[src/design/dss_pkg.sv]
`timescale 1ns / 1ps
// ----------------------------------------------------------------------------
// dss_pkg
// Shared types and constants for the dual stack in one shared word store.
// ----------------------------------------------------------------------------
package dss_pkg;

  localparam int DEPTH      = 16;
  localparam int DATA_WIDTH = 32;
  localparam int ADDR_W     = (DEPTH > 1) ? $clog2(DEPTH) : 1;
  localparam int CNT_W      = $clog2(DEPTH + 1);
  localparam int SUM_W      = CNT_W + 1;
  localparam int READ_W     = 32;
  localparam int SIZE_W     = 5;

  typedef enum logic [1:0] {
    ACT_PUSH  = 2'd0,
    ACT_POP   = 2'd1,
    ACT_PEEK  = 2'd2,
    ACT_QUERY = 2'd3
  } act_t;

  typedef enum logic [1:0] {
    ST_OK    = 2'd0,
    ST_FULL  = 2'd1,
    ST_EMPTY = 2'd2
  } status_t;

  typedef enum logic {
    S_IDLE = 1'b0,
    S_DONE = 1'b1
  } state_t;

  typedef struct packed {
    logic [1:0]         action;
    logic               stack_sel;
    logic signed [31:0] push_value;
  } req_t;

  typedef struct packed {
    logic                    we;
    logic                    re;
    logic [ADDR_W-1:0]       addr;
    logic [DATA_WIDTH-1:0]   wdata;
  } mem_req_t;

  typedef struct packed {
    logic signed [READ_W-1:0] read_value;
    logic [1:0]               status;
    logic [SIZE_W-1:0]        size_a;
    logic [SIZE_W-1:0]        size_b;
    logic                     empty_a;
    logic                     empty_b;
    logic                     store_full;
  } res_t;

endpackage

[src/design/dss_if.sv]
`timescale 1ns / 1ps
// ----------------------------------------------------------------------------
// dss_if
// Request and response channels of the dual stack, valid/ready handshake.
// ----------------------------------------------------------------------------
interface dss_req_if;
  logic               valid;
  logic               ready;
  logic [1:0]         action;
  logic               stack_sel;
  logic signed [31:0] push_value;

  modport source (output valid, output action, output stack_sel, output push_value,
                  input ready);
  modport sink   (input valid, input action, input stack_sel, input push_value,
                  output ready);
endinterface

interface dss_rsp_if;
  logic               valid;
  logic               ready;
  logic signed [31:0] read_value;
  logic [1:0]         status;
  logic [4:0]         size_a;
  logic [4:0]         size_b;
  logic               empty_a;
  logic               empty_b;
  logic               store_full;

  modport source (output valid, output read_value, output status, output size_a,
                  output size_b, output empty_a, output empty_b, output store_full,
                  input ready);
  modport sink   (input valid, input read_value, input status, input size_a,
                  input size_b, input empty_a, input empty_b, input store_full,
                  output ready);
endinterface

[src/design/dss_ram.sv]
`timescale 1ns / 1ps
// ----------------------------------------------------------------------------
// dss_ram
// Generic single-port synchronous RAM with registered read data.
// ----------------------------------------------------------------------------
module dss_ram #(
  parameter int WIDTH = 32,
  parameter int DEPTH = 16
) (
  input  logic                             clk,
  input  logic                             we,
  input  logic                             re,
  input  logic [$clog2(DEPTH > 1 ? DEPTH : 2)-1:0] addr,
  input  logic [WIDTH-1:0]                 wdata,
  output logic [WIDTH-1:0]                 rdata
);

  logic [WIDTH-1:0] mem [DEPTH];

  always_ff @(posedge clk) begin
    if (we) begin
      mem[addr] <= wdata;
    end
    if (re) begin
      rdata <= mem[addr];
    end
  end

endmodule

[src/design/dss_ctrl.sv]
`timescale 1ns / 1ps
// ----------------------------------------------------------------------------
// dss_ctrl
// Stack counters, access sequencer and result build for the shared store.
// ----------------------------------------------------------------------------
module dss_ctrl (
  input  logic                                clk,
  input  logic                                rst,
  input  logic                                in_valid,
  output logic                                in_ready,
  input  dss_pkg::req_t                       req,
  output dss_pkg::mem_req_t                   mem_req,
  input  logic [dss_pkg::DATA_WIDTH-1:0]      mem_rdata,
  output logic                                res_valid,
  input  logic                                slot_free,
  output dss_pkg::res_t                       res
);

  localparam logic [dss_pkg::CNT_W-1:0] DEPTH_C = dss_pkg::CNT_W'(dss_pkg::DEPTH);

  dss_pkg::state_t               state;
  dss_pkg::state_t               state_next;
  logic [dss_pkg::CNT_W-1:0]     count_a;
  logic [dss_pkg::CNT_W-1:0]     count_a_next;
  logic [dss_pkg::CNT_W-1:0]     count_b;
  logic [dss_pkg::CNT_W-1:0]     count_b_next;
  dss_pkg::status_t              status_q;
  dss_pkg::status_t              status_next;
  logic                          rd_pend;
  logic                          rd_pend_next;

  logic                          accept;
  dss_pkg::act_t                 act;
  logic [dss_pkg::SUM_W-1:0]     sum;
  logic                          full_now;
  logic [dss_pkg::CNT_W-1:0]     cnt_sel;
  logic [dss_pkg::CNT_W-1:0]     b_push_cnt;
  logic [dss_pkg::CNT_W-1:0]     b_push_idx;
  logic [dss_pkg::CNT_W-1:0]     b_top_idx;
  logic [dss_pkg::CNT_W-1:0]     a_top_idx;
  logic signed [63:0]            push_ext;
  logic signed [63:0]            rd_ext;
  logic [dss_pkg::SUM_W-1:0]     sum_q;

  assign accept     = in_valid && in_ready;
  assign act        = dss_pkg::act_t'(req.action);
  assign sum        = {1'b0, count_a} + {1'b0, count_b};
  assign full_now   = sum >= dss_pkg::SUM_W'(dss_pkg::DEPTH);
  assign cnt_sel    = req.stack_sel ? count_b : count_a;
  assign b_push_cnt = count_b + dss_pkg::CNT_W'(1);
  assign b_push_idx = DEPTH_C - b_push_cnt;
  assign b_top_idx  = DEPTH_C - count_b;
  assign a_top_idx  = count_a - dss_pkg::CNT_W'(1);
  assign push_ext   = 64'(req.push_value);

  // next state
  always_comb begin
    state_next = state;
    unique case (state)
      dss_pkg::S_IDLE: begin
        if (in_valid) begin
          state_next = dss_pkg::S_DONE;
        end
      end
      dss_pkg::S_DONE: begin
        if (slot_free) begin
          state_next = dss_pkg::S_IDLE;
        end
      end
      default: state_next = dss_pkg::S_IDLE;
    endcase
  end

  // handshake outputs
  always_comb begin
    in_ready  = 1'b0;
    res_valid = 1'b0;
    unique case (state)
      dss_pkg::S_IDLE: in_ready  = 1'b1;
      dss_pkg::S_DONE: res_valid = 1'b1;
      default: begin
        in_ready  = 1'b0;
        res_valid = 1'b0;
      end
    endcase
  end

  // item decode, counter update and store access
  always_comb begin
    count_a_next  = count_a;
    count_b_next  = count_b;
    status_next   = status_q;
    rd_pend_next  = rd_pend;
    mem_req.we    = 1'b0;
    mem_req.re    = 1'b0;
    mem_req.addr  = '0;
    mem_req.wdata = push_ext[dss_pkg::DATA_WIDTH-1:0];
    if (accept) begin
      status_next  = dss_pkg::ST_OK;
      rd_pend_next = 1'b0;
      unique case (act)
        dss_pkg::ACT_PUSH: begin
          if (full_now) begin
            status_next = dss_pkg::ST_FULL;
          end else begin
            mem_req.we = 1'b1;
            if (req.stack_sel) begin
              mem_req.addr = b_push_idx[dss_pkg::ADDR_W-1:0];
              count_b_next = b_push_cnt;
            end else begin
              mem_req.addr = count_a[dss_pkg::ADDR_W-1:0];
              count_a_next = count_a + dss_pkg::CNT_W'(1);
            end
          end
        end
        dss_pkg::ACT_POP, dss_pkg::ACT_PEEK: begin
          if (cnt_sel == '0) begin
            status_next = dss_pkg::ST_EMPTY;
          end else begin
            mem_req.re   = 1'b1;
            rd_pend_next = 1'b1;
            if (req.stack_sel) begin
              mem_req.addr = b_top_idx[dss_pkg::ADDR_W-1:0];
              if (act == dss_pkg::ACT_POP) begin
                count_b_next = count_b - dss_pkg::CNT_W'(1);
              end
            end else begin
              mem_req.addr = a_top_idx[dss_pkg::ADDR_W-1:0];
              if (act == dss_pkg::ACT_POP) begin
                count_a_next = a_top_idx;
              end
            end
          end
        end
        dss_pkg::ACT_QUERY: begin
          status_next = dss_pkg::ST_OK;
        end
        default: status_next = dss_pkg::ST_OK;
      endcase
    end
  end

  always_ff @(posedge clk) begin
    if (rst) begin
      state    <= dss_pkg::S_IDLE;
      count_a  <= '0;
      count_b  <= '0;
      status_q <= dss_pkg::ST_OK;
      rd_pend  <= 1'b0;
    end else begin
      state    <= state_next;
      count_a  <= count_a_next;
      count_b  <= count_b_next;
      status_q <= status_next;
      rd_pend  <= rd_pend_next;
    end
  end

  // result from the settled counters and the registered read word
  assign rd_ext = 64'($signed(mem_rdata));
  assign sum_q  = {1'b0, count_a} + {1'b0, count_b};

  always_comb begin
    res.read_value = rd_pend ? rd_ext[dss_pkg::READ_W-1:0] : '1;
    res.status     = status_q;
    res.size_a     = dss_pkg::SIZE_W'(count_a);
    res.size_b     = dss_pkg::SIZE_W'(count_b);
    res.empty_a    = (count_a == '0);
    res.empty_b    = (count_b == '0);
    res.store_full = sum_q >= dss_pkg::SUM_W'(dss_pkg::DEPTH);
  end

endmodule

[src/design/dual_stack_shared_buffer.sv]
`timescale 1ns / 1ps
// ----------------------------------------------------------------------------
// dual_stack_shared_buffer
// Two LIFO stacks in one shared word store, one growing up, one growing down.
// ----------------------------------------------------------------------------
//  channel  direction  contents
//  req      sink       action, stack_sel, push_value
//  rsp      source     read_value, status, size_a, size_b, empty_a,
//                      empty_b, store_full
//
//  one request at a time: the store access takes place in the accept cycle,
//  then, in the S_DONE state, the registered read word and the updated
//  counters form the result and move into the output register once it is
//  free, which raises rsp.valid
//  the input is closed in the S_DONE state, and stays closed while the
//  output register still holds an earlier result that has not been taken
//  reset clears both counters and the handshake; the store is not cleared
// ----------------------------------------------------------------------------
module dual_stack_shared_buffer (
  input  logic       clk,
  input  logic       rst,
  dss_req_if.sink    req,
  dss_rsp_if.source  rsp
);

  dss_pkg::req_t                     req_pay;
  dss_pkg::mem_req_t                 mem_req;
  logic [dss_pkg::DATA_WIDTH-1:0]    mem_rdata;
  logic                              res_valid;
  logic                              slot_free;
  dss_pkg::res_t                     res;
  logic                              out_valid;
  dss_pkg::res_t                     out_res;

  assign req_pay.action     = req.action;
  assign req_pay.stack_sel  = req.stack_sel;
  assign req_pay.push_value = req.push_value;

  assign slot_free = !out_valid || rsp.ready;

  dss_ctrl u_ctrl (
    .clk       (clk),
    .rst       (rst),
    .in_valid  (req.valid),
    .in_ready  (req.ready),
    .req       (req_pay),
    .mem_req   (mem_req),
    .mem_rdata (mem_rdata),
    .res_valid (res_valid),
    .slot_free (slot_free),
    .res       (res)
  );

  dss_ram #(
    .WIDTH (dss_pkg::DATA_WIDTH),
    .DEPTH (dss_pkg::DEPTH)
  ) u_store (
    .clk   (clk),
    .we    (mem_req.we),
    .re    (mem_req.re),
    .addr  (mem_req.addr),
    .wdata (mem_req.wdata),
    .rdata (mem_rdata)
  );

  // output register
  always_ff @(posedge clk) begin
    if (rst) begin
      out_valid <= 1'b0;
    end else if (res_valid && slot_free) begin
      out_valid <= 1'b1;
    end else if (rsp.ready) begin
      out_valid <= 1'b0;
    end
  end

  always_ff @(posedge clk) begin
    if (res_valid && slot_free) begin
      out_res <= res;
    end
  end

  assign rsp.valid      = out_valid;
  assign rsp.read_value = out_res.read_value;
  assign rsp.status     = out_res.status;
  assign rsp.size_a     = out_res.size_a;
  assign rsp.size_b     = out_res.size_b;
  assign rsp.empty_a    = out_res.empty_a;
  assign rsp.empty_b    = out_res.empty_b;
  assign rsp.store_full = out_res.store_full;

endmodule

[src/flat_wrapper.sv]
// flat-port wrapper written by rule: the top's interface ports become plain ports
module dual_stack_shared_buffer_flat 
  (clk, rst, req_valid, req_action, req_stack_sel, req_push_value, req_ready, rsp_valid, rsp_read_value, rsp_status, rsp_size_a, rsp_size_b, rsp_empty_a, rsp_empty_b, rsp_store_full, rsp_ready);
  dss_req_if req_i ();
  dss_rsp_if rsp_i ();
  input  logic clk;
  input  logic rst;
  input wire logic [$bits(req_i.valid)-1:0] req_valid;
  input wire logic [$bits(req_i.action)-1:0] req_action;
  input wire logic [$bits(req_i.stack_sel)-1:0] req_stack_sel;
  input wire logic [$bits(req_i.push_value)-1:0] req_push_value;
  output wire logic [$bits(req_i.ready)-1:0] req_ready;
  output wire logic [$bits(rsp_i.valid)-1:0] rsp_valid;
  output wire logic [$bits(rsp_i.read_value)-1:0] rsp_read_value;
  output wire logic [$bits(rsp_i.status)-1:0] rsp_status;
  output wire logic [$bits(rsp_i.size_a)-1:0] rsp_size_a;
  output wire logic [$bits(rsp_i.size_b)-1:0] rsp_size_b;
  output wire logic [$bits(rsp_i.empty_a)-1:0] rsp_empty_a;
  output wire logic [$bits(rsp_i.empty_b)-1:0] rsp_empty_b;
  output wire logic [$bits(rsp_i.store_full)-1:0] rsp_store_full;
  input wire logic [$bits(rsp_i.ready)-1:0] rsp_ready;
  assign req_i.valid = req_valid;
  assign req_i.action = req_action;
  assign req_i.stack_sel = req_stack_sel;
  assign req_i.push_value = req_push_value;
  assign req_ready = req_i.ready;
  assign rsp_valid = rsp_i.valid;
  assign rsp_read_value = rsp_i.read_value;
  assign rsp_status = rsp_i.status;
  assign rsp_size_a = rsp_i.size_a;
  assign rsp_size_b = rsp_i.size_b;
  assign rsp_empty_a = rsp_i.empty_a;
  assign rsp_empty_b = rsp_i.empty_b;
  assign rsp_store_full = rsp_i.store_full;
  assign rsp_i.ready = rsp_ready;
  dual_stack_shared_buffer u_core (.clk(clk), .rst(rst), .req(req_i), .rsp(rsp_i));
endmodule
[config.mk]
export PLATFORM = sky130hd
export DESIGN_NAME = dual_stack_shared_buffer_flat
export DESIGN_NICKNAME = d
export VERILOG_FILES = /design/src/design/dss_pkg.sv /design/src/design/dss_if.sv /design/src/design/dss_ram.sv /design/src/design/dss_ctrl.sv /design/src/design/dual_stack_shared_buffer.sv /design/src/flat_wrapper.sv
export SDC_FILE = /design/constraint.sdc
export NUM_CORES = 1
export LEC_CHECK = 0
export BUFFER_PORTS_ARGS = -buffer_cell sky130_fd_sc_hd__buf_2
export CAP_MARGIN = 10
export CORE_MARGIN = 1
export CORE_UTILIZATION = 45
export CTS_BUF_LIST = sky130_fd_sc_hd__clkbuf_4
export DETAILED_ROUTE_END_ITERATION = 6
export HOLD_SLACK_MARGIN = 0.12
export MAX_ROUTING_LAYER = met4
export PLACE_DENSITY = 0.66
export SYNTH_ARGS = -nofsm -noshare
export SYNTH_HDL_FRONTEND = slang
export SYNTH_HIERARCHICAL = 1
export SYNTH_SLANG_ARGS = --single-unit
[constraint.sdc]
create_clock -name clk -period 5.3 [get_ports clk]
set_clock_uncertainty 0.2 [all_clocks]
set_input_delay 1.325 -clock clk [delete_from_list [all_inputs] [get_ports clk]]
set_output_delay 1.325 -clock clk [all_outputs]
set_load 0.005 [all_outputs]
## Yosys cells after proc, flatten, opt, wreduce, memory -nomap -nowiden

Memories as Yosys holds them, arrays and structs flattened. A register that Yosys moved wholly into a read port is not among the register bits.
Index checks and enable logic that the tools add are counted.

| word-level totals | value |
|---|---|
| register bits | 62 |
| bits in writable memories | 512 |
| input bits | 39 |
| output and inout bits | 49 |
| word-level logic and storage cells | 82 |
| memories kept | 1 |

Memory list:

| name | depth | bits a word | read ports | clocked after Yosys merged registers in | wr ports | line | RTL |
|---|---|---|---|---|---|---|---|
| u_core.u_store.mem | 16 | 32 | 1 | 1 | 1 | dss_ram.sv:18 | `logic [WIDTH-1:0] mem [DEPTH];` |

| operators by class | value |
|---|---|
| add/subtract/negate cells | 7 |
| $lt $le $gt $ge | 1 |
| equality and inequality tests | 10 |
| multiplexer cells | 36 |
| bitwise operators | 1 |
| reduce and logical (&&, ||, !) cells | 13 |

Operators with widths:

| cell | number |
|---|---|
| $mux 5 | 12 |
| $pmux 5 s2 | 2 |
| $logic_not 5->1 | 3 |
| $mux 1 | 14 |
| $ne 2x2->1 const B | 7 |
| $reduce_and 7->1 | 2 |
| $mux 4 | 3 |
| $add 5x1->5 const B | 2 |
| $sub 5x1->5 const B | 2 |
| $pmux 4 s2 | 1 |
| $sub 1x4->4 const A | 2 |
| $add 5x5->6 | 1 |
| $ge 6x5->1 const B | 1 |
| $mux 6 | 1 |
| $pmux 2 s3 | 1 |
| $eq 2x2->1 const B | 2 |
| $reduce_bool 2->1 | 2 |
| $eq 2x1->1 const B | 1 |
| $logic_and 1x1->1 | 2 |
| $logic_not 2->1 | 1 |
| $mux 2 | 1 |
| $pmux 1 s2 | 1 |
| $reduce_or 2->1 | 1 |
| $logic_not 1->1 | 1 |
| other kinds (2) | 2 |

## Depth between registers and ports, before layout

| depth | value |
|---|---|
| depth in word-level cells | 8 |
| depth in mapped cells | 14 |
| mapped depth without buffers | 10 |

## Modules after synthesis

Netlist, hierarchy kept.

Modules (own cells, without submodules):

| module | times used | cells each | area each (µm²) | sequential area each (µm²) |
|---|---|---|---|---|
| dss_ram | 1 | 840 | 20183.1 | 16335.7 |
| dss_ctrl | 1 | 234 | 1834.3 | 280.3 |
| dual_stack_shared_buffer | 1 | 52 | 1466.4 | 1431.4 |

## Least setup slack after synthesis

OpenSTA, ideal clock, no wires.

| path | value |
|---|---|
| path kind | input-to-reg |
| from | input port req_action[0] |
| to | memory u_core.u_store.mem[0][0], enable pin |
| setup time | 461 ps |
| data arrival time | 5085 ps |
| required time | 4639 ps |
| slack | -446 ps |
| stages | 10 |
| buffers on the path | 4 |
| path through | inv_1 > ha_1 > buf_2 > and3_1 > a22oi_1 > nor2_1 > buf_2 > buf_4 > clkbuf_1 > nor3_1 |

RTL lines:

| item | line | RTL |
|---|---|---|
| start, declared | flat_wrapper.sv:9 | `input wire logic [$bits(req_i.action)-1:0] req_action;` |
| end, declared | dss_ram.sv:18 |  |

==> flow_summary.json <==
{
  "cts.sinks": 606,
  "coreArea_um2": 51400,
  "critPathLaunchType": "register",
  "syn_nets": 1177,
  "cts_buffers": 155,
  "syn_avg_cell_area_um2": 20.9,
  "syn_area_um2": 23500,
  "required_ps": 5670,
  "die_width_um": 230,
  "overflow": 0,
  "clock_latency_ps": 940,
  "grt_pass1_vias": 12300,
  "path_class": "register to register",
  "layout_min_cycle_time_ps": 4220,
  "ant_nets": 0,
  "root_buffer": "clkbuf_4",
  "drive_gt1_frac": 0.376,
  "area_growth_pct": 14.4,
  "holdWs_ps": 232,
  "ctsResizeCount": 0,
  "rows": 83,
  "ys_seq_area_frac": 0.769,
  "max_stage_delay_ps": 700,
  "setup_tns_ps": 0,
  "power_density_nw_per_um2": 363,
  "fillers": 4041,
  "num_io_pins": 88,
  "initial_utilization": 0.457,
  "hold_viol_final": 0,
  "rsz0062_at_grt": "false",
  "run_status": "finished, final reports clean",
  "yosysWarnings": 6,
  "yosysUniqueCellTypes": 56,
  "post-route-util": 0.523,
  "cts_setup_buffers": 0,
  "cp_data_arrival_time_ps": 4580,
  "viasPerCell": 5.49,
  "critPathSlowestCell": "a21oi_1",
  "die_height_um": 230,
  "max_freq_mhz": 237,
  "drc_errors": 0,
  "grt_pass1_wl_um": 75400,
  "synthArstFlopShare": 0,
  "htreeDepth": 4,
  "cts_tree": "yes",
  "worst_slew_pin_slew_ps": 956,
  "place_congestion": 0.793,
  "setup_viol_count_final": 0,
  "synth-edff-count": 591,
  "num_vias": 11700,
  "place_hpwl_um": 28300,
  "syn_inst": 1126,
  "antenna_found_initial": 3,
  "dr.pass1.iters": 5,
  "timing.final.crit_share": 0.796,
  "p_leak_nw": 8.55,
  "crit_path_end_kind": "register",
  "yosys_register_bits": 606,
  "track_usage": 0.202,
  "clkTransAtPathRegs_ps": 70,
  "finalMaxSlewViolations": 0,
  "drt_iter0_markers": 999,
  "route.final.wire_length_um": 50000,
  "max_cap_viol_count": 0,
  "dieArea_um2": 53100,
  "grt_max_degree": 52,
  "hp-class": "register to register",
  "cp_max_fo": 22,
  "cp_cell_sequence": "inv_1 -> ha_1 -> nor4bb_1 -> a31oi_1 -> o21ai_0 -> o31ai_1 -> a21oi_1 -> nand3b_1 -> nor2_4 -> buf_4",
  "numPortBuffers": 87,
  "relSlewSlack": 0.363,
  "cts_hold_buffers": 0,
  "peakVddDrop_uv": 202,
  "wire_per_inst_um": 23.5,
  "nets": 1381,
  "synth_flop_cell": "edfxtp_1",
  "clk_path_buf_depth": 3
}
==> path summary, 6_finish.rpt <==
| check | to | startpoint | slack, ps | depth (start not counted) |
|---|---|---|---|---|
| setup / recovery | u_core/u_store/mem[11][24]$_DFFE_PP_ | u_core/u_ctrl/count_b[0]$_SDFFE_PP0P_ | 1080 | 10 |
| hold reg to reg | u_core/rsp.status[0]$_DFFE_PP_ | u_core/u_ctrl/status_q[0]$_SDFFE_PP0P_ | 230 | 0 |
| setup reg to reg | u_core/u_store/mem[11][24]$_DFFE_PP_ | u_core/u_ctrl/count_b[0]$_SDFFE_PP0P_ | 1080 | 10 |
| hold / removal | u_core/rsp.status[0]$_DFFE_PP_ | u_core/u_ctrl/status_q[0]$_SDFFE_PP0P_ | 230 | 0 |
==> kinds of logic after synthesis <==
family	Yosys count	share of synthesized area
DFF	606	0.769
and+or+nand+nor	163	0.0373
muxes	136	0.126
AOI/OAI and AO/OA	102	0.0342
buffers and inverters	101	0.0250
adders and majority gates	12	0.00639
xor gates and xnor gates	6	0.00224
==> layer usage <==
metal	vias to the layer above	global-route usage	share of wire
met3	76	0.0508	0.058
met5	-	-	0
met2	377	0.316	0.49
li1	5126	-	-
met1	6104	0.256	0.43
met4	0	0.0733	0.019
==> synthesized netlist by cell type, types with 2 or more instances <==
cell type,instances,area [µm²]
buf_2,14,70.1
o211ai_1,3,22.5
buf_6,8,90.1
buf_4,35,263
and4b_1,2,20.0
o21a_1,4,30.0
nor2b_1,7,43.8
a32oi_1,2,17.5
nor3_1,10,50.1
nor2_1,31,116
ha_1,12,150
a22oi_1,65,488
nand2b_1,36,225
nor4bb_1,2,20.0
xnor2_1,4,35.0
a21oi_1,4,20.0
nor4b_1,2,17.5
mux2_2,2,22.5
o31a_1,4,35.0
or4_1,2,15.0
o31ai_1,2,15.0
edfxtp_1,591,17700
nor4_1,4,25.0
and2_4,2,17.5
inv_1,10,37.5
a31oi_1,3,18.8
o21ai_0,4,20.0
nand3_1,5,25.0
and3_1,3,18.8
and2_1,3,18.8
mux2i_1,5,50.1
nor4b_2,2,30.0
mux4_2,128,2880
nand2_1,44,165
clkbuf_1,34,128
xor2_1,2,17.5
nand3b_1,2,15.0
dfxtp_1,15,300
==> through the flow <==
| stage | power [W] | instance area (µm²) | std cells | setup slack [ps] |
|---|---|---|---|---|
| 4_1_cts | 0.00991 | 26900 | 2123 | 1090 |
| 5_1_grt | 0.0102 | 26900 | 2126 | 726 |
| 3_5_place_dp | 0.00601 | 24900 | 1853 | 773 |
| 2_1_floorplan | 0.00584 | 23500 | 1126 | -446 |
| 6_report | 0.00976 | 26900 | 2127 | 1080 |
| 3_3_place_gp | 0.00600 | 24900 | 1853 | 811 |
==> where the power goes <==
group          switching, W  internal, W
registers         0.0000331      0.00532
logic              0.000317     0.000226
clock network       0.00182      0.00205
total               0.00217      0.00759
==> cell type report <==
class,count,area (µm²),share of cell area
Timing Repair Buffer,138,981,0.0365
Multi-Input combinational cell,419,5000,0.186
Clock buffer,218,1640,0.0609
Sequential cell,606,18000,0.672
Inverter,10,37.5,0.00140
Antenna cell,4,10.0,0.000373
Tap cell,680,851,0.0317
Clock inverter,52,302,0.0112
==> cells in the final DEF (no fill, tap or decap), types with 5 or more instances in the layout <==
master and count:
nor2b_1 5, nor2_1 16, nand2b_1 36, nand3_1 5, nand2_1 44, inv_1 10
nor3_2 5, nor3_1 6, buf_2 87, clkinv_2 8, clkbuf_4 218, buf_4 38
ha_1 12, edfxtp_1 591, dfxtp_1 14, mux2i_1 5, a22oi_1 65, mux4_2 128
clkinv_1 33, nor2_4 15, buf_12 13
==> registers in the layout, indices dropped and copies added, names as in the netlist, 5 cells and up <==
name / cells
u_core/rsp.read_value: 32
u_core/rsp.size_a: 5
u_core/rsp.size_b: 5
u_core/u_ctrl/count_a: 5
u_core/u_ctrl/count_b: 5
u_core/u_store/mem: 512
u_core/u_store/rdata: 32
==> critical path, delay by kind of cell, from the launching register on <==
family | cells | cell delay (ps)
AO/OA/AOI/OAI | 4 | 1090
AND/OR/NAND/NOR | 3 | 1020
flip-flops | 1 | 610
buffers and inverters | 2 | 510
adder cells (fa/ha/maj) | 1 | 420
Note: power is estimated with default switching activity, not from simulation.
